**config.mk**
```make
export PLATFORM = sky130hd
export DESIGN_NAME = crc_checked_frame_receiver
export DESIGN_NICKNAME = d
export VERILOG_FILES = /design/src/design/ccfr_pkg.sv /design/src/design/crc_checked_frame_receiver.sv
export SDC_FILE = /design/constraint.sdc
export NUM_CORES = 1
export LEC_CHECK = 0
export BUFFER_PORTS_ARGS = -buffer_cell sky130_fd_sc_hd__buf_2
export CAP_MARGIN = 5
export CORE_MARGIN = 3
export CORE_UTILIZATION = 54
export DETAILED_ROUTE_END_ITERATION = 7
export PLACE_DENSITY = 0.85
export REMOVE_ABC_BUFFERS = 1
export SYNTH_ARGS = -nofsm -noshare
export SYNTH_HDL_FRONTEND = slang
export SYNTH_SLANG_ARGS = --single-unit
export TNS_END_PERCENT = 1
```
**constraint.sdc**
```tcl
create_clock -name clock -period 4.2 [get_ports clock]
set_input_delay 0.42 -clock clock [delete_from_list [all_inputs] [get_ports clock]]
set_output_delay 0.42 -clock clock [all_outputs]
set_load 0.02 [all_outputs]
```
**src/design/ccfr_pkg.sv**
```systemverilog
// Shared constants, result codes and CRC helper for the CRC-checked frame receiver.
package ccfr_pkg;

   localparam int MAX_LENGTH_DEFAULT = 256;

   localparam logic [1:0] KIND_PAYLOAD = 2'd0;
   localparam logic [1:0] KIND_OK      = 2'd1;
   localparam logic [1:0] KIND_CRC_ERR = 2'd2;
   localparam logic [1:0] KIND_TIMEOUT = 2'd3;

   localparam logic       CSR_EXPECTED_COMMAND = 1'b0;
   localparam logic       CSR_TIMEOUT_TICKS    = 1'b1;

   localparam logic [7:0]  EXPECTED_COMMAND_RESET = 8'h3F;
   localparam logic [15:0] TIMEOUT_TICKS_RESET    = 16'd1000;

   localparam logic [7:0]  CMD_SECOND_BYTE = 8'hAA;
   localparam logic [15:0] CRC_INIT        = 16'hFFFF;
   localparam logic [15:0] CRC_POLY        = 16'hA001;
   localparam logic [15:0] IDLE_MAX        = 16'hFFFF;

   localparam int          HEADER_LEN = 6;
   localparam logic [7:0]  FRAME_HEADER [HEADER_LEN] = '{8'h7D, 8'h7B, 8'h01,
                                                         8'hF2, 8'h01, 8'h10};

   typedef struct packed {
      logic [7:0] payload_byte;
      logic [7:0] payload_position;
      logic [8:0] frame_length;
   } rsp_fields_type;

   // CRC-16/Modbus, one byte per call, reflected
   function automatic logic [15:0] crc_feed(input logic [15:0] crc, input logic [7:0] b);
      logic [15:0] c;
      c = crc ^ {8'h00, b};
      for (int k = 0; k < 8; k++) begin
         if (c[0]) begin
            c = (c >> 1) ^ CRC_POLY;
         end else begin
            c = c >> 1;
         end
      end
      return c;
   endfunction

endpackage

```
**src/design/crc_checked_frame_receiver.sv**
```systemverilog
// CRC-checked frame receiver: deframes UART bytes, streams payload, reports frame status.
// A result is registered and appears on rsp in the cycle after the req acceptance that produced it.
// Throughput: one byte or tick per cycle; the byte-wide CRC update and frame state
// update finish in the accepting cycle, and the single output register holds the result.
// req_tready drops only while a result is held and rsp_tready is low.
// Reset (synchronous, active high): hunt for header, CRC 0xFFFF, registers to defaults.
module crc_checked_frame_receiver
   import ccfr_pkg::*;
#(
   parameter int MAX_LENGTH = MAX_LENGTH_DEFAULT
) (
   input  logic        clock,
   input  logic        reset,
   input  logic        req_tvalid,
   output logic        req_tready,
   input  logic [7:0]  req_tdata,   // [7:0] rx_byte
   input  logic        req_tuser,   // [0] action
   output logic        rsp_tvalid,
   input  logic        rsp_tready,
   output logic [31:0] rsp_tdata,   // [7:0] payload_byte, [15:8] payload_position,
                                    // [24:16] frame_length, [31:25] zero
   output logic [1:0]  rsp_tuser,   // [1:0] kind
   input  logic        csr_wen,
   input  logic        csr_index,
   input  logic [15:0] csr_wdata
);

   localparam int LEN_W = $clog2(MAX_LENGTH + 1);
   localparam logic [15:0] MAX_LEN16 = 16'(MAX_LENGTH);

   localparam logic [2:0] PH_HUNT = 3'd0;
   localparam logic [2:0] PH_CMD  = 3'd1;
   localparam logic [2:0] PH_LEN  = 3'd2;
   localparam logic [2:0] PH_DATA = 3'd3;
   localparam logic [2:0] PH_CRC  = 3'd4;
   localparam logic [2:0] PH_END  = 3'd5;

   logic [7:0]       exp_cmd_ff;
   logic [15:0]      timeout_ff;

   logic [2:0]       phase_ff, phase_in;
   logic [2:0]       fpos_ff, fpos_in;
   logic [LEN_W-1:0] dlen_ff, dlen_in;
   logic [LEN_W-1:0] pcnt_ff, pcnt_in;
   logic [15:0]      crc_ff, crc_in;
   logic [7:0]       held_ff, held_in;
   logic [15:0]      idle_ff, idle_in;

   logic             rsp_valid_ff, rsp_valid_in;
   logic [1:0]       rsp_kind_ff, rsp_kind_in;
   rsp_fields_type   rsp_data_ff, rsp_data_in;

   logic             accept;
   logic             emit;
   logic [1:0]       emit_kind;
   logic [7:0]       emit_byte;
   logic [7:0]       emit_pos;
   logic [15:0]      dlen16, pcnt16, len16, idle_inc;
   logic [15:0]      crc_next;
   logic [LEN_W-1:0] pcnt_next;
   logic [7:0]       b;

   assign req_tready = !rsp_valid_ff || rsp_tready;
   assign accept     = req_tvalid && req_tready;
   assign b          = req_tdata;
   assign crc_next   = crc_feed(crc_ff, b);
   assign dlen16     = 16'(dlen_ff);
   assign pcnt16     = 16'(pcnt_ff);
   assign len16      = {held_ff, b};
   assign pcnt_next  = pcnt_ff + 1'b1;
   assign idle_inc   = (idle_ff < IDLE_MAX) ? idle_ff + 16'd1 : idle_ff;

   always_comb begin
      phase_in  = phase_ff;
      fpos_in   = fpos_ff;
      dlen_in   = dlen_ff;
      pcnt_in   = pcnt_ff;
      crc_in    = crc_ff;
      held_in   = held_ff;
      idle_in   = idle_ff;
      emit      = 1'b0;
      emit_kind = KIND_PAYLOAD;
      emit_byte = 8'h00;
      emit_pos  = 8'h00;

      if (req_tuser) begin
         // tick
         if (phase_ff != PH_HUNT) begin
            idle_in = idle_inc;
            if (idle_inc >= timeout_ff) begin
               emit      = 1'b1;
               emit_kind = KIND_TIMEOUT;
               phase_in  = PH_HUNT;
               fpos_in   = 3'd0;
               dlen_in   = '0;
               pcnt_in   = '0;
               crc_in    = CRC_INIT;
               held_in   = 8'h00;
               idle_in   = 16'd0;
            end
         end
      end else begin
         idle_in = 16'd0;
         unique case (phase_ff)
            PH_HUNT: begin
               if (fpos_ff < 3'(HEADER_LEN) && b == FRAME_HEADER[fpos_ff]) begin
                  if (fpos_ff >= 3'd2) begin
                     crc_in = crc_next;
                  end
                  if (fpos_ff == 3'(HEADER_LEN - 1)) begin
                     phase_in = PH_CMD;
                     fpos_in  = 3'd0;
                  end else begin
                     fpos_in = fpos_ff + 3'd1;
                  end
               end else begin
                  fpos_in = 3'd0;
                  crc_in  = CRC_INIT;
               end
            end
            PH_CMD: begin
               crc_in = crc_next;
               if (fpos_ff == 3'd0) begin
                  held_in = b;
                  fpos_in = 3'd1;
               end else if (held_ff == exp_cmd_ff && b == CMD_SECOND_BYTE) begin
                  phase_in = PH_LEN;
                  fpos_in  = 3'd0;
               end else begin
                  phase_in = PH_HUNT;
                  fpos_in  = 3'd0;
                  dlen_in  = '0;
                  pcnt_in  = '0;
                  crc_in   = CRC_INIT;
                  held_in  = 8'h00;
               end
            end
            PH_LEN: begin
               crc_in = crc_next;
               if (fpos_ff == 3'd0) begin
                  held_in = b;
                  fpos_in = 3'd1;
               end else if (len16 > MAX_LEN16) begin
                  phase_in = PH_HUNT;
                  fpos_in  = 3'd0;
                  dlen_in  = '0;
                  pcnt_in  = '0;
                  crc_in   = CRC_INIT;
                  held_in  = 8'h00;
               end else begin
                  dlen_in  = LEN_W'(len16);
                  pcnt_in  = '0;
                  fpos_in  = 3'd0;
                  phase_in = (len16 == 16'd0) ? PH_CRC : PH_DATA;
               end
            end
            PH_DATA: begin
               crc_in    = crc_next;
               emit      = 1'b1;
               emit_kind = KIND_PAYLOAD;
               emit_byte = b;
               emit_pos  = pcnt16[7:0];
               pcnt_in   = pcnt_next;
               if (pcnt_next >= dlen_ff) begin
                  phase_in = PH_CRC;
                  fpos_in  = 3'd0;
               end
            end
            PH_CRC: begin
               if (fpos_ff == 3'd0) begin
                  held_in = b;
                  fpos_in = 3'd1;
               end else if ({b, held_ff} != crc_ff) begin
                  emit      = 1'b1;
                  emit_kind = KIND_CRC_ERR;
                  phase_in  = PH_HUNT;
                  fpos_in   = 3'd0;
                  dlen_in   = '0;
                  pcnt_in   = '0;
                  crc_in    = CRC_INIT;
                  held_in   = 8'h00;
               end else begin
                  phase_in = PH_END;
                  fpos_in  = 3'd0;
               end
            end
            PH_END: begin
               if (fpos_ff == 3'd0) begin
                  fpos_in = 3'd1;
               end else begin
                  emit      = 1'b1;
                  emit_kind = KIND_OK;
                  phase_in  = PH_HUNT;
                  fpos_in   = 3'd0;
                  dlen_in   = '0;
                  pcnt_in   = '0;
                  crc_in    = CRC_INIT;
                  held_in   = 8'h00;
               end
            end
            default: begin
               phase_in = PH_HUNT;
               fpos_in  = 3'd0;
               dlen_in  = '0;
               pcnt_in  = '0;
               crc_in   = CRC_INIT;
               held_in  = 8'h00;
            end
         endcase
      end
   end

   // output register: load on an emitting transaction, hold while stalled
   always_comb begin
      rsp_valid_in = rsp_valid_ff && !rsp_tready;
      rsp_kind_in  = rsp_kind_ff;
      rsp_data_in  = rsp_data_ff;
      if (accept && emit) begin
         rsp_valid_in                 = 1'b1;
         rsp_kind_in                  = emit_kind;
         rsp_data_in.payload_byte     = emit_byte;
         rsp_data_in.payload_position = emit_pos;
         rsp_data_in.frame_length     = dlen16[8:0];
      end
   end

   always_ff @(posedge clock) begin
      if (reset) begin
         exp_cmd_ff   <= EXPECTED_COMMAND_RESET;
         timeout_ff   <= TIMEOUT_TICKS_RESET;
         phase_ff     <= PH_HUNT;
         fpos_ff      <= 3'd0;
         dlen_ff      <= '0;
         pcnt_ff      <= '0;
         crc_ff       <= CRC_INIT;
         held_ff      <= 8'h00;
         idle_ff      <= 16'd0;
         rsp_valid_ff <= 1'b0;
      end else begin
         if (csr_wen) begin
            if (csr_index == CSR_TIMEOUT_TICKS) begin
               timeout_ff <= csr_wdata;
            end else begin
               exp_cmd_ff <= csr_wdata[7:0];
            end
         end
         if (accept) begin
            phase_ff <= phase_in;
            fpos_ff  <= fpos_in;
            dlen_ff  <= dlen_in;
            pcnt_ff  <= pcnt_in;
            crc_ff   <= crc_in;
            held_ff  <= held_in;
            idle_ff  <= idle_in;
         end
         rsp_valid_ff <= rsp_valid_in;
      end
   end

   always_ff @(posedge clock) begin
      rsp_kind_ff <= rsp_kind_in;
      rsp_data_ff <= rsp_data_in;
   end

   assign rsp_tvalid = rsp_valid_ff;
   assign rsp_tuser  = rsp_kind_ff;
   assign rsp_tdata  = {7'd0, rsp_data_ff.frame_length, rsp_data_ff.payload_position,
                        rsp_data_ff.payload_byte};

endmodule

```
== After elaboration in Yosys (flattened, before gate mapping) ==
Memory sizes are Yosys's and may differ from the RTL's.
Cells that the tools add are included.
Storage, ports and cells
  output and inout bits: 36
  register bits after elaboration: 116
  memories kept: 1
  logic and storage cells: 177
  bits in read-only memories: 64
  bits of input ports: 31
Operators by class
  bitwise operators: 12
  $lt $le $gt $ge: 7
  multiplexer cells: 87
  reductions and logical operators: 25
  add/sub/neg operators: 3
  equality and inequality tests: 28
Memory list
  (no name shown): depth 8, bits a word 8, rd ports 1, clocked after Yosys merged registers in 0, write ports 0, line crc_checked_frame_receiver.sv:106  | if (fpos_ff < 3'(HEADER_LEN) && b == FRAME_HEADER[fpos_ff]) begin
Operators by type and width (number)
  16-bit two-way mux: 24
  9-bit two-way mux: 11
  8-bit two-way mux: 12
  16-bit case mux with 6 select lines: 1
  9-bit case mux with 5 select lines: 2
  3-bit two-way mux: 17
  8-bit case mux with 5 select lines: 1
  3-bit inequality test, second input constant: 10
  2-bit inverter with 3-bit output: 8
  10-bit AND reduction: 2
  3-bit case mux with 6 select lines: 1
  16-bit by 1-bit adder with 16-bit output, second input constant: 1
  8-bit == test: 2
  16-bit >= comparator: 1
  16-bit by 9-bit greater-than comparator with 1-bit output, second input constant: 1
  16-bit logical NOT: 1
  16-bit < comparator, second input constant: 1
  16-bit inequality test: 1
  4-bit inequality test, second input constant: 4
  16-bit by 8-bit XOR with 16-bit output: 1
  2-bit two-way mux: 6
  9-bit by 1-bit adder with 9-bit output, second input constant: 1
  3-bit == test, second input constant: 3
  9-bit >= comparator: 1
  other kinds (27): 49

== Longest topological paths before layout ==
Gate-level depths: netlist of the first run.
  word-level depth: 21
  mapped depth: 16
  depth with buffers taken out: 14

== Worst setup path after synthesis of the first run ==
OpenSTA, ideal clock, no wires.
  kind: flip-flop to flip-flop
  start: register idle_ff[6]
  end: register rsp_data_ff, in the netlist rsp_tdata[0] (enable)
  buffers on the path: 1
  clock period less this slack: 4.633 ns
  required time: 3.786 ns
  cell stages (with the launch flop): 14
  setup slack: -0.433 ns
  setup time: 0.414 ns
  arrival time: 4.219 ns
  path through: dfxtp_1 nand4_1 or3_1 or4_1 clkbuf_1 and3_1 xor2_1 ha_1 nand4_1 a211oi_1 nand3_1 a311o_1 o21ai_0 nor2b_1
On the way
  cells in the longest elaborated chain, start to end: 7
  elaborated cells between the ends (all ways): 8
  classes of those cells: add/sub (1); order compare (2); mux (4); reduce/logical (1)
Ends and longest elaborated chain
  start, declared: line crc_checked_frame_receiver.sv:47  | logic [15:0] idle_ff, idle_in;
  start signal, assigned: line crc_checked_frame_receiver.sv:254  | idle_ff <= idle_in;
  16-bit by 1-bit adder with 16-bit output or 16-bit < comparator (tied branches): line crc_checked_frame_receiver.sv:71  | assign idle_inc = (idle_ff < IDLE_MAX) ? idle_ff + 16'd1 : idle_ff;
  16-bit two-way mux *: line crc_checked_frame_receiver.sv:71
  16-bit >= comparator *: line crc_checked_frame_receiver.sv:90  | if (idle_inc >= timeout_ff) begin
  1-bit two-way mux *: line crc_checked_frame_receiver.sv:90
  1-bit two-way mux *: line crc_checked_frame_receiver.sv:88  | if (phase_ff != PH_HUNT) begin
  1-bit two-way mux *: line crc_checked_frame_receiver.sv:86  | if (req_tuser) begin
  1-bit logical AND *: line crc_checked_frame_receiver.sv:218  | if (accept && emit) begin
  end signal, assigned: line crc_checked_frame_receiver.sv:262  | rsp_data_ff <= rsp_data_in;
  end, declared: line crc_checked_frame_receiver.sv:51  | rsp_fields_type rsp_data_ff, rsp_data_in;
Mark *: on every way between the ends. The rest lies on a longest branch, timed or not.
A chain may end at the register's enable or synchronous reset.

== Worst setup path after layout of the first run ==
  start: register idle_ff[6]
  end: register crc_ff[14]
On the way
  cells in the longest elaborated chain, start to end: 5
  elaborated cells between the ends (all ways): 6
  classes of those cells: add/sub (1); order compare (2); eq/ne (1); mux (1); reduce/logical (1)
Ends and longest elaborated chain
  16-bit by 1-bit adder with 16-bit output or 16-bit < comparator (tied branches): line crc_checked_frame_receiver.sv:71
  16-bit two-way mux *: line crc_checked_frame_receiver.sv:71
  16-bit >= comparator *: line crc_checked_frame_receiver.sv:90
  2-bit by 1-bit inequality test with 1-bit output (no line) *
  7-bit AND reduction (no line) *
  end signal, assigned: line crc_checked_frame_receiver.sv:252  | crc_ff <= crc_in;
  end, declared: line crc_checked_frame_receiver.sv:45  | logic [15:0] crc_ff, crc_in;
Marked as above.

==> results of run 1 <==
==> what timing repair did <==
item	CTS	global route
hold buffers	0	0
gates resized for setup	0	2
setup endpoints to repair	0	38
==> per-stage QoR <==
step                      hold WS [ns]  setup TNS, ns  util (%)
after CTS                        0.217              0      63.3
after global placement           0.440              0      58.9
after global routing             0.239              0      63.4
final                            0.230              0      63.4
after floorplan                  0.426         -11.59         -
after detailed placement         0.443              0      58.9
==> cell type report <==
class / count / area (um^2) / area share, %
Timing Repair Buffer: 69 / 383 / 4.97
Clock inverter: 15 / 115 / 1.49
Clock buffer: 17 / 425 / 5.52
Tap cell: 168 / 210 / 2.73
Multi-Input combinational cell: 598 / 3830 / 49.6
Sequential cell: 116 / 2590 / 33.6
Inverter: 42 / 158 / 2.04
==> how the worst min path moves through the flow <==
stage                    end  cells past startpoint  slack, ns          from
4_1_cts        timeout_ff[9]                      3       0.22  csr_wdata[9]
2_1_floorplan    idle_ff[11]                      2       0.43   idle_ff[11]
5_1_grt        exp_cmd_ff[3]                      3       0.24  csr_wdata[3]
3_5_place_dp   rsp_tdata[17]                      0       0.44    dlen_ff[1]
6_report       timeout_ff[9]                      3       0.23  csr_wdata[9]
3_3_place_gp   rsp_tdata[18]                      0       0.44    dlen_ff[2]
==> state kept, by name, summed over array words and instances (netlist names) <==
register and count:
crc_ff 16, dlen_ff 9, exp_cmd_ff 8, fpos_ff 3, held_ff 8, idle_ff 16
pcnt_ff 9, phase_ff 3, rsp_tdata 25, rsp_tuser 2, rsp_tvalid 1, timeout_ff 16
==> synth_stat cells (5+ instances only) <==
| cell type | number | area [um^2] |
|---|---|---|
| mux2i_1 | 10 | 100 |
| xnor2_1 | 29 | 254 |
| buf_4 | 8 | 60.1 |
| ha_1 | 29 | 363 |
| and3_1 | 16 | 100 |
| o21ai_1 | 7 | 35.0 |
| and2_1 | 15 | 93.8 |
| edfxtp_1 | 27 | 811 |
| a31o_2 | 8 | 70.1 |
| a22oi_1 | 7 | 52.6 |
| nor2_1 | 51 | 191 |
| nor2b_1 | 7 | 43.8 |
| a31oi_1 | 5 | 31.3 |
| nor4_1 | 14 | 87.6 |
| nand3_1 | 27 | 135 |
| a21o_1 | 7 | 52.6 |
| o211ai_1 | 9 | 67.6 |
| o31ai_1 | 7 | 52.6 |
| xor2_1 | 34 | 298 |
| clkbuf_1 | 29 | 109 |
| buf_2 | 8 | 40.0 |
| inv_1 | 40 | 150 |
| a21oi_1 | 52 | 260 |
| or4_1 | 5 | 37.5 |
| nand3b_1 | 9 | 67.6 |
| nand2_1 | 112 | 420 |
| nor3_1 | 20 | 100 |
| dfxtp_1 | 89 | 1780 |
| nand4_1 | 10 | 62.6 |
| nand2b_1 | 6 | 37.5 |
| o21ai_0 | 30 | 150 |
| or3_1 | 5 | 31.3 |
| mux2_2 | 5 | 56.3 |
==> critical path: cells and delay by family, from the launching register on <==
kind                     cells  cell delay, ns
adder cells (fa/ha/maj)      1            0.30
flip-flops                   1            0.42
AND/OR/NAND/NOR              8            2.17
XOR/XNOR                     1            0.15
AO/OA/AOI/OAI                3            0.75
==> per-layer routing <==
layer	wire, um	GRT usage, %	up-vias
li1	-	-	2898
met1	7010	29.9	2795
met2	7850	38.9	270
met3	1380	6.27	53
met4	530	11.0	0
met5	0	0	-
==> power groups by stage <==
stage | clock network (mW) | logic, mW | registers [mW]
after floorplan | 0 | 0.153 | 1.19
after global placement | 0 | 0.231 | 1.19
after detailed placement | 0 | 0.234 | 1.19
after CTS | 1.34 | 0.236 | 1.17
after global routing | 1.39 | 0.262 | 1.17
final | 1.32 | 0.242 | 1.17
==> cell families (layout without fill, tap and decap cells) <==
family	Yosys count	after routing	share of synthesized area, %
AOI/OAI and AO/OA	167	167	15.9
xor gates and xnor gates	65	65	8.79
adders and majority gates	29	29	5.33
buffers and inverters	91	143	6.23
DFF	116	116	38.1
muxes	15	15	2.30
other	1	7	0.0551
and+or+nand+nor	315	315	23.3
==> qor.yml, run 1 <==
global_routing:
  grt_util_all_layers_pct: 24.0
  grt_max_degree: 42
  grt_first_pass_wirelength_um: 27200
  antenna_found_initial: 0
  overflow: 0
  grt_pass1_vias: 5618
timing:
  setup_ws_ns: 0.284
  slew_headroom_pct: 27.7
  fin_crit_ns: 3.92
  skew_ns: 0.00597
  fin_crit_sh_pct: 93.2
  hold_viol_final: 0
  fmax_mhz: 255
  finalSetupViolCount: 0
  slew_viol_final: 0
  grt_setup_unrepaired: "false"
  worstMarginPinSlew_ns: 1.08
critical_path:
  rr_worst_depth: 13
  cp-end-kind: "register"
  crit_fanout: 11
  path_class: "register to register"
  worstPathRequired_ns: 4.49
  cp-start-kind: "register"
  startpoint: "idle_ff[6]"
  r2r_start: "idle_ff[6]"
  cp.arrival_ns: 4.21
  path_cells: "nand4_1 > or3_1 > or4_4 > and3_1 > xor2_1 > ha_1 > nand4_1 > a211oi_1 > nand3_1 > and3_1 > a2111o_2 > nor4b_2 > o21ai_1"
  slowest_stage: "or4_4"
  cpPeakStageDelay_ns: 0.56
  cp-endpoint: "crc_ff[14]"
  r2r_slack_ns: 0.28
  r2r_end: "crc_ff[14]"
clocking:
  cts_buffer_depth: 2
  clk_pin_slew_worst_paths_ns: 0.06
  cts_tree: "built"
  cts_setup_buffers: 0
  clk_latency_ns: 0.42
  numClockSinks: 116
  cts_buffers: 17
  clock-root-buffer: "clkbuf_16"
  htree_levels: 4
placement:
  gp_congestion: 0.932
  portBuffers: 59
  dp_slack_ns: 0.193
  dp.cells: 993
  dp_hpwl_um: 11400
  placed_area_um2: 7160
pwr:
  p_leak_nw: 3.05
  switching_share_pct: 25.2
  pwr-share-clk_pct: 48.3
  p_seq_share_pct: 42.8
  cellPowerDensity_nw_per_um2: 354
  ir_drop_mv: 0.268
  p_total_mw: 2.73
  intPower_mw: 2.04
  p_comb_share_pct: 8.9
  power_switching_mw: 0.687
final_layout:
  final_common_cell: "nand2_1"
  syn_to_final_growth_pct: 13.3
  antennaDiodeCount: 0
  final_area_um2: 7710
  final_cells: 1025
  layout_common_cells: "112 x nand2_1, 89 x dfxtp_1, 59 x buf_2"
  num-fill-cells: 994
  drive_above_1_share_pct: 15.3
  fin_nets: 904
route:
  wl_per_cell_um: 16.4
  dr.pass1.iters: 5
  wirelength_um: 16800
  drt-vias-per-instance: 5.87
  num_vias: 6016
  drt-initial-drc-count: 547
  detail-route-antenna-nets: 0
  drc: 0
logic_synthesis:
  synth_enable_flop_cells: 27
  netlist_area_um2: 6810
  synth_seq_area_share_pct: 38.1
  syn-instance-count: 799
  synthDistinctLibCells: 77
  ys_warn_count: 0
  synthArstFlopShare_pct: 0
  ys.flop_type: "dfxtp_1"
  syn_avg_cell_area_um2: 8.52
  synth-seq-cells: 116
floorplan:
  core_um2: 12200
  die_w_um: 118
  ios: 67
  die_area_um2: 14000
  initial_core_util_pct: 56.0
  rows: 40
  dieHeight_um: 118
min_path:
  hp-class: "input port to register"
outcome:
  status: "completed"
run:
  maxCapViolCount: 0
No activity file was read; power rests on OpenSTA's default activity.
==> run 2, diff against run 1 <==
--- a/config.mk
+++ b/config.mk
@@ -9,7 +9,8 @@
 export CAP_MARGIN = 5
 export CORE_MARGIN = 3
-export CORE_UTILIZATION = 54
+export CORE_UTILIZATION = 56
+export CTS_BUF_LIST = sky130_fd_sc_hd__clkbuf_4 sky130_fd_sc_hd__clkbuf_8
 export DETAILED_ROUTE_END_ITERATION = 7
-export PLACE_DENSITY = 0.85
+export PLACE_DENSITY = 0.87
 export REMOVE_ABC_BUFFERS = 1
 export SYNTH_ARGS = -nofsm -noshare
==> constraint.sdc (replaced) <==
create_clock -name clock -period 4.2 [get_ports clock]
set_input_delay 0.84 -clock clock [delete_from_list [all_inputs] [get_ports clock]]
set_output_delay 0.84 -clock clock [all_outputs]
set_load 0.02 [all_outputs]
==> run 2 against run 1 <==
  * Combinational power about the same
  * Critical path depth unchanged
  * Register-to-register slack lost 0.05 ns
  * Global-route usage increased by 1.0 points
  * Utilization grew 1.7 points
  * Critical endpoint unchanged
  * Largest power group is now registers
==> qor.yml, run 2 (synthesized netlist as in run 1, its figures left out) <==
timing:
  worstMarginPinSlew_ns: 1.00  # -0.0715 ns
  fin_crit_sh_pct: 94.5  # +1.3 points
  finalSetupViolCount: 0  # unchanged
  hold_viol_final: 0  # unchanged
  slew_viol_final: 0  # unchanged
  hold-worst-slack_ns: 0.453  # +0.222 ns
  fin_crit_ns: 3.97  # +0.0530 ns
  fmax_mhz: 252  # -1.3%
  skew_ns: 0.0129  # +0.00691 ns
  setup-tns-final_ns: 0  # unchanged
  slew_headroom_pct: 33.0  # +5.3 points
floorplan:
  rows: 39  # -2.5%
  core_um2: 11700  # -4.1%
  initial_core_util_pct: 58.4  # +2.4 points
  dieHeight_um: 116  # -1.7%
  die_w_um: 116  # -1.7%
  die_area_um2: 13500  # -3.4%
  ios: 67  # unchanged
pwr:
  cellPowerDensity_nw_per_um2: 332  # -6.2%
  power_switching_mw: 0.618  # -10%
  p_leak_nw: 3.03  # -0.46%
  ir_drop_mv: 0.235  # -12%
  p_total_mw: 2.52  # -7.7%
  pwr-share-clk_pct: 44.1  # -4.2 points
  p_seq_share_pct: 46.3  # +3.5 points
  switching_share_pct: 24.5  # -0.62 points
  p_comb_share_pct: 9.6  # +0.7 points
  intPower_mw: 1.90  # -6.9%
clocking:
  htree_levels: 4  # unchanged
  cts_buffer_depth: 2  # unchanged
  clk_latency_ns: 0.47  # +0.05 ns
  cts_tree: "built"
  cts_buffers: 17  # unchanged
  numClockSinks: 116  # unchanged
  clk_pin_slew_worst_paths_ns: 0.06  # about the same
  clock-root-buffer: "clkbuf_8"
critical_path:
  cp-start-kind: "register"
  r2r_end: "crc_ff[14]"
  cp-endpoint: "crc_ff[14]"
  startpoint: "idle_ff[8]"
  path_class: "register to register"
  r2r_slack_ns: 0.23  # -0.05 ns
  rr_worst_depth: 13  # unchanged
  cp.arrival_ns: 4.29  # +0.08 ns
  r2r_start: "idle_ff[8]"
  cp-end-kind: "register"
  crit_fanout: 7  # -4
  worstPathRequired_ns: 4.52  # +0.03 ns
final_layout:
  final_core_util_pct: 65.1  # +1.7 points
  layout_common_cells: "112 x nand2_1, 88 x dfxtp_1, 59 x buf_2"
  final_common_cell: "nand2_1"
  syn_to_final_growth_pct: 11.5
  fin_nets: 907  # +0.33%
  antennaDiodeCount: 0  # unchanged
  largest_register_ffs: 25  # unchanged
  drive_above_1_share_pct: 16.2  # +0.88 points
placement:
  gp_congestion: 0.891  # -4.4%
  portBuffers: 59  # unchanged
  dp_hpwl_um: 11400  # -0.59%
global_routing:
  antenna_found_initial: 0  # unchanged
  grt_util_all_layers_pct: 25.0  # +1.0 points
  grt_pass1_vias: 5644  # +0.46%
  grt_max_degree: 42  # unchanged
  grt_first_pass_wirelength_um: 26600  # -2.3%
  overflow: 0  # unchanged
run:
  maxCapViolCount: 0  # unchanged
route:
  drc: 0  # unchanged
  drt-initial-drc-count: 491  # -10%
  wirelength_um: 16400  # -1.9%
  drt-vias-per-instance: 5.95  # +1.3%
  dr.pass1.iters: 5  # unchanged
  num_vias: 5966  # -0.83%
  wl_per_cell_um: 16.4  # +0.21%
  detail-route-antenna-nets: 0  # unchanged
min_path:
  hp-class: "register to register"
outcome:
  status: "completed"
run 2: routing by layer:
metal	track usage, %	part of all wire [%]	up-vias
met4	12.4	3.2	0
met2	39.8	46	267
met3	7.25	7.8	43
met5	0	0	-
li1	-	-	2911
met1	31.1	43	2745
run 2: layout make-up:
class	count	area (um^2)
fillers	917	4070
multi-input cells	598	3820
flip-flops and latches	116	2590
repair buffers	72	405
clock buffers	23	304
well taps	143	179
inverters	42	158
clock inverters	9	126
run 2: worst max-delay path, cell delays in order, from the launching register on:
cell      delay, ns
dfxtp_1        0.41
nand4_1        0.16
or3_4          0.38
or4_4          0.55
and3_1         0.23
xor2_1         0.15
ha_1           0.29
nand4_1        0.13
a211oi_1       0.22
nand3_1        0.16
and3_1         0.23
a2111o_2       0.50
nor4b_1        0.33
o21ai_1        0.11
run 2: repair_timing:
item | CTS | global route
hold buffers | 0 | 0
buffers inserted | 0 | 1
resized for setup | 0 | 3
setup endpoints to repair | 0 | 52
run 2: worst min path at each step:
stage | depth (start not counted) | startpoint | slack [ns] | endpoint
2_1_floorplan | 2 | idle_ff[11] | 0.43 | idle_ff[11]
3_3_place_gp | 2 | idle_ff[11] | 0.44 | idle_ff[11]
3_5_place_dp | 0 | dlen_ff[1] | 0.45 | rsp_tdata[17]
4_1_cts | 0 | dlen_ff[2] | 0.45 | rsp_tdata[18]
5_1_grt | 0 | dlen_ff[2] | 0.47 | rsp_tdata[18]
6_report | 2 | idle_ff[11] | 0.45 | idle_ff[11]
run 2: power by group through the flow:
stage          registers, mW  logic, mW  clock network, mW
2_1_floorplan           1.19      0.153                  0
3_3_place_gp            1.19      0.231                  0
3_5_place_dp            1.19      0.235                  0
4_1_cts                 1.17      0.238               1.12
5_1_grt                 1.17      0.264               1.18
6_report                1.17      0.242               1.11
run 2: per-stage QoR:
step / instances / area [um^2] / setup WS, ns
finish: 1003 / 7590 / 0.231
global route: 1003 / 7590 / -0.00334
CTS: 1002 / 7570 / 0.130
detailed placement: 970 / 7140 / 0.161
global placement: 970 / 7140 / 0.270
floorplan: 756 / 6560 / -0.417
==> run 3, diff against run 2 <==
- CAP_MARGIN: 5 -> unset
- RECOVER_POWER: unset -> 25
==> run 3 against run 2 <==
  * The run now ends with max-capacitance violations, max-slew violations left
  * Cell count unchanged
  * Sequential power about the same
  * Fmax down 0.25%
  * Clock skew about the same
  * Utilization down 0.086 points
  * Combinational power about the same
  * Die area unchanged
  * Hold slack about the same
  * Sequential share of layout area about the same
  * Flip-flop and latch count unchanged
==> qor.yml, run 3 (synthesized netlist as in run 1, its figures left out) <==
placement:
  placed_area_um2: 7140  # unchanged
  gp_congestion: 0.891  # unchanged
  dp_slack_ns: 0.161  # unchanged
  portBuffers: 59  # unchanged
  dp_hpwl_um: 11400  # unchanged
route:
  drc: 0  # unchanged
  wl_per_cell_um: 16.4  # +0.22%
  detail-route-antenna-nets: 0  # unchanged
  dr.pass1.iters: 6  # +1
  num_vias: 5970  # +0.067%
  drt-initial-drc-count: 491  # unchanged
  wirelength_um: 16500  # +0.22%
  drt-vias-per-instance: 5.95  # about the same
min_path:
  hp-class: "register to register"
timing:
  slew_headroom_pct: -5.02  # -38 points
  fin_crit_ns: 3.98  # +0.00981 ns
  slew_viol_final: 31  # +31
  hold_viol_final: 0  # unchanged
  fmax_mhz: 251  # -0.25%
  worstMarginPinSlew_ns: 1.58  # +0.571 ns
  hold-worst-slack_ns: 0.453  # +0.0000600 ns
  finalSetupViolCount: 0  # unchanged
  fin_crit_sh_pct: 94.7  # +0.23 points
  skew_ns: 0.0129  # +0.0000527 ns
  setup_ws_ns: 0.221  # -0.00981 ns
final_layout:
  final_area_um2: 7580  # -0.13%
  drive_above_1_share_pct: 15.7  # -0.47 points
  multi_input_area_um2: 3820  # unchanged
  syn_to_final_growth_pct: 11.4
  layout_common_cells: "112 x nand2_1, 88 x dfxtp_1, 57 x buf_2"
  largest_register_ffs: 25  # unchanged
  antennaDiodeCount: 0  # unchanged
  final_common_cell: "nand2_1"
  fin_nets: 907  # unchanged
  num-fill-cells: 921  # +0.44%
  seq_area_um2: 2590  # unchanged
outcome:
  violations: "max-capacitance violations, max-slew violations"
  status: "finished with violations"
clocking:
  cts_buffer_depth: 2  # unchanged
  cts_buffers: 17  # unchanged
  clk_pin_slew_worst_paths_ns: 0.06  # about the same
  ctsHoldBuffers: 0  # unchanged
  cts_tree: "built"
  htree_levels: 4  # unchanged
  clk_latency_ns: 0.46  # about the same
  clock-root-buffer: "clkbuf_8"
  numClockSinks: 116  # unchanged
critical_path:
  cp-start-kind: "register"
  cp.arrival_ns: 4.30  # about the same
  worstPathRequired_ns: 4.52  # about the same
  r2r_slack_ns: 0.22  # about the same
  crit_fanout: 7  # unchanged
  cp-end-kind: "register"
  path_class: "register to register"
global_routing:
  grt_max_degree: 42  # unchanged
  use_met3_pct: 7.25  # unchanged
  overflow: 0  # unchanged
  grt.met1_usage_pct: 31.1  # unchanged
  gr-max-usage-layer: "met2"
  met2_usage_pct: 39.8  # unchanged
  grt_pass1_vias: 5644  # unchanged
  grt_util_all_layers_pct: 25.0  # unchanged
  grt_first_pass_wirelength_um: 26600  # unchanged
  antenna_found_initial: 0  # unchanged
pwr:
  cellPowerDensity_nw_per_um2: 332  # about the same
  ir_drop_mv: 0.235  # about the same
  p_leak_nw: 3.02  # -0.54%
run:
  maxCapViolCount: 1  # +1
floorplan:
  initial_core_util_pct: 58.4  # unchanged
  ios: 67  # unchanged
  core_um2: 11700  # unchanged
  rows: 39  # unchanged
  die_w_um: 116  # unchanged
  die_area_um2: 13500  # unchanged
  dieHeight_um: 116  # unchanged
-- run 3: through the flow --
step	setup TNS, ns	total power [mW]	util [%]	cells
floorplan	-11.59	1.34	-	756
global placement	0	1.42	61.2	970
detailed placement	0	1.43	61.2	970
CTS	0	2.53	64.9	1002
global route	-0.00331	2.61	65.0	1003
finish	0	2.52	65.0	1003
-- run 3: metal layers --
metal,vias to the layer above,part of all wire (%)
met3,41,7.5
met2,249,46
met1,2774,43
met4,0,2.8
met5,-,0
li1,2906,-
-- run 3: worst paths after layout --
check | start | endpoint | cells after the start
worst max-delay path | idle_ff[8] | crc_ff[14] | 13
worst min-delay path | idle_ff[11] | idle_ff[11] | 2
worst max register to register | idle_ff[8] | crc_ff[14] | 13
worst min register to register | idle_ff[11] | idle_ff[11] | 2
-- run 3: timing repair --
item | 4_1_cts | 5_1_grt
buffers inserted | 0 | 1
resized for setup | 0 | 3
endpoints found under the setup margin | 0 | 52
-- run 3: cell type report --
type | instances | share of cell area, %
Clock inverter | 9 | 1.67
Inverter | 42 | 2.08
Clock buffer | 23 | 4.01
Tap cell | 143 | 2.36
Timing Repair Buffer | 72 | 5.22
Multi-Input combinational cell | 598 | 50.5
Sequential cell | 116 | 34.2
-- run 3: power by group --
part / internal [mW] / total, mW / switching (mW)
clock: 0.659 / 1.11 / 0.448
sequential: 1.15 / 1.17 / 0.0147
combinational: 0.0890 / 0.242 / 0.153
total: 1.90 / 2.52 / 0.616
-- run 3: worst max-delay path, cell delays in order (launching register included) --
cell      delay, ns
dfxtp_1        0.41
nand4_1        0.16
or3_4          0.38
or4_4          0.55
and3_1         0.23
xor2_1         0.15
ha_1           0.30
nand4_1        0.13
a211oi_1       0.22
nand3_1        0.16
and3_1         0.23
a2111o_2       0.50
nor4b_1        0.33
o21ai_1        0.11
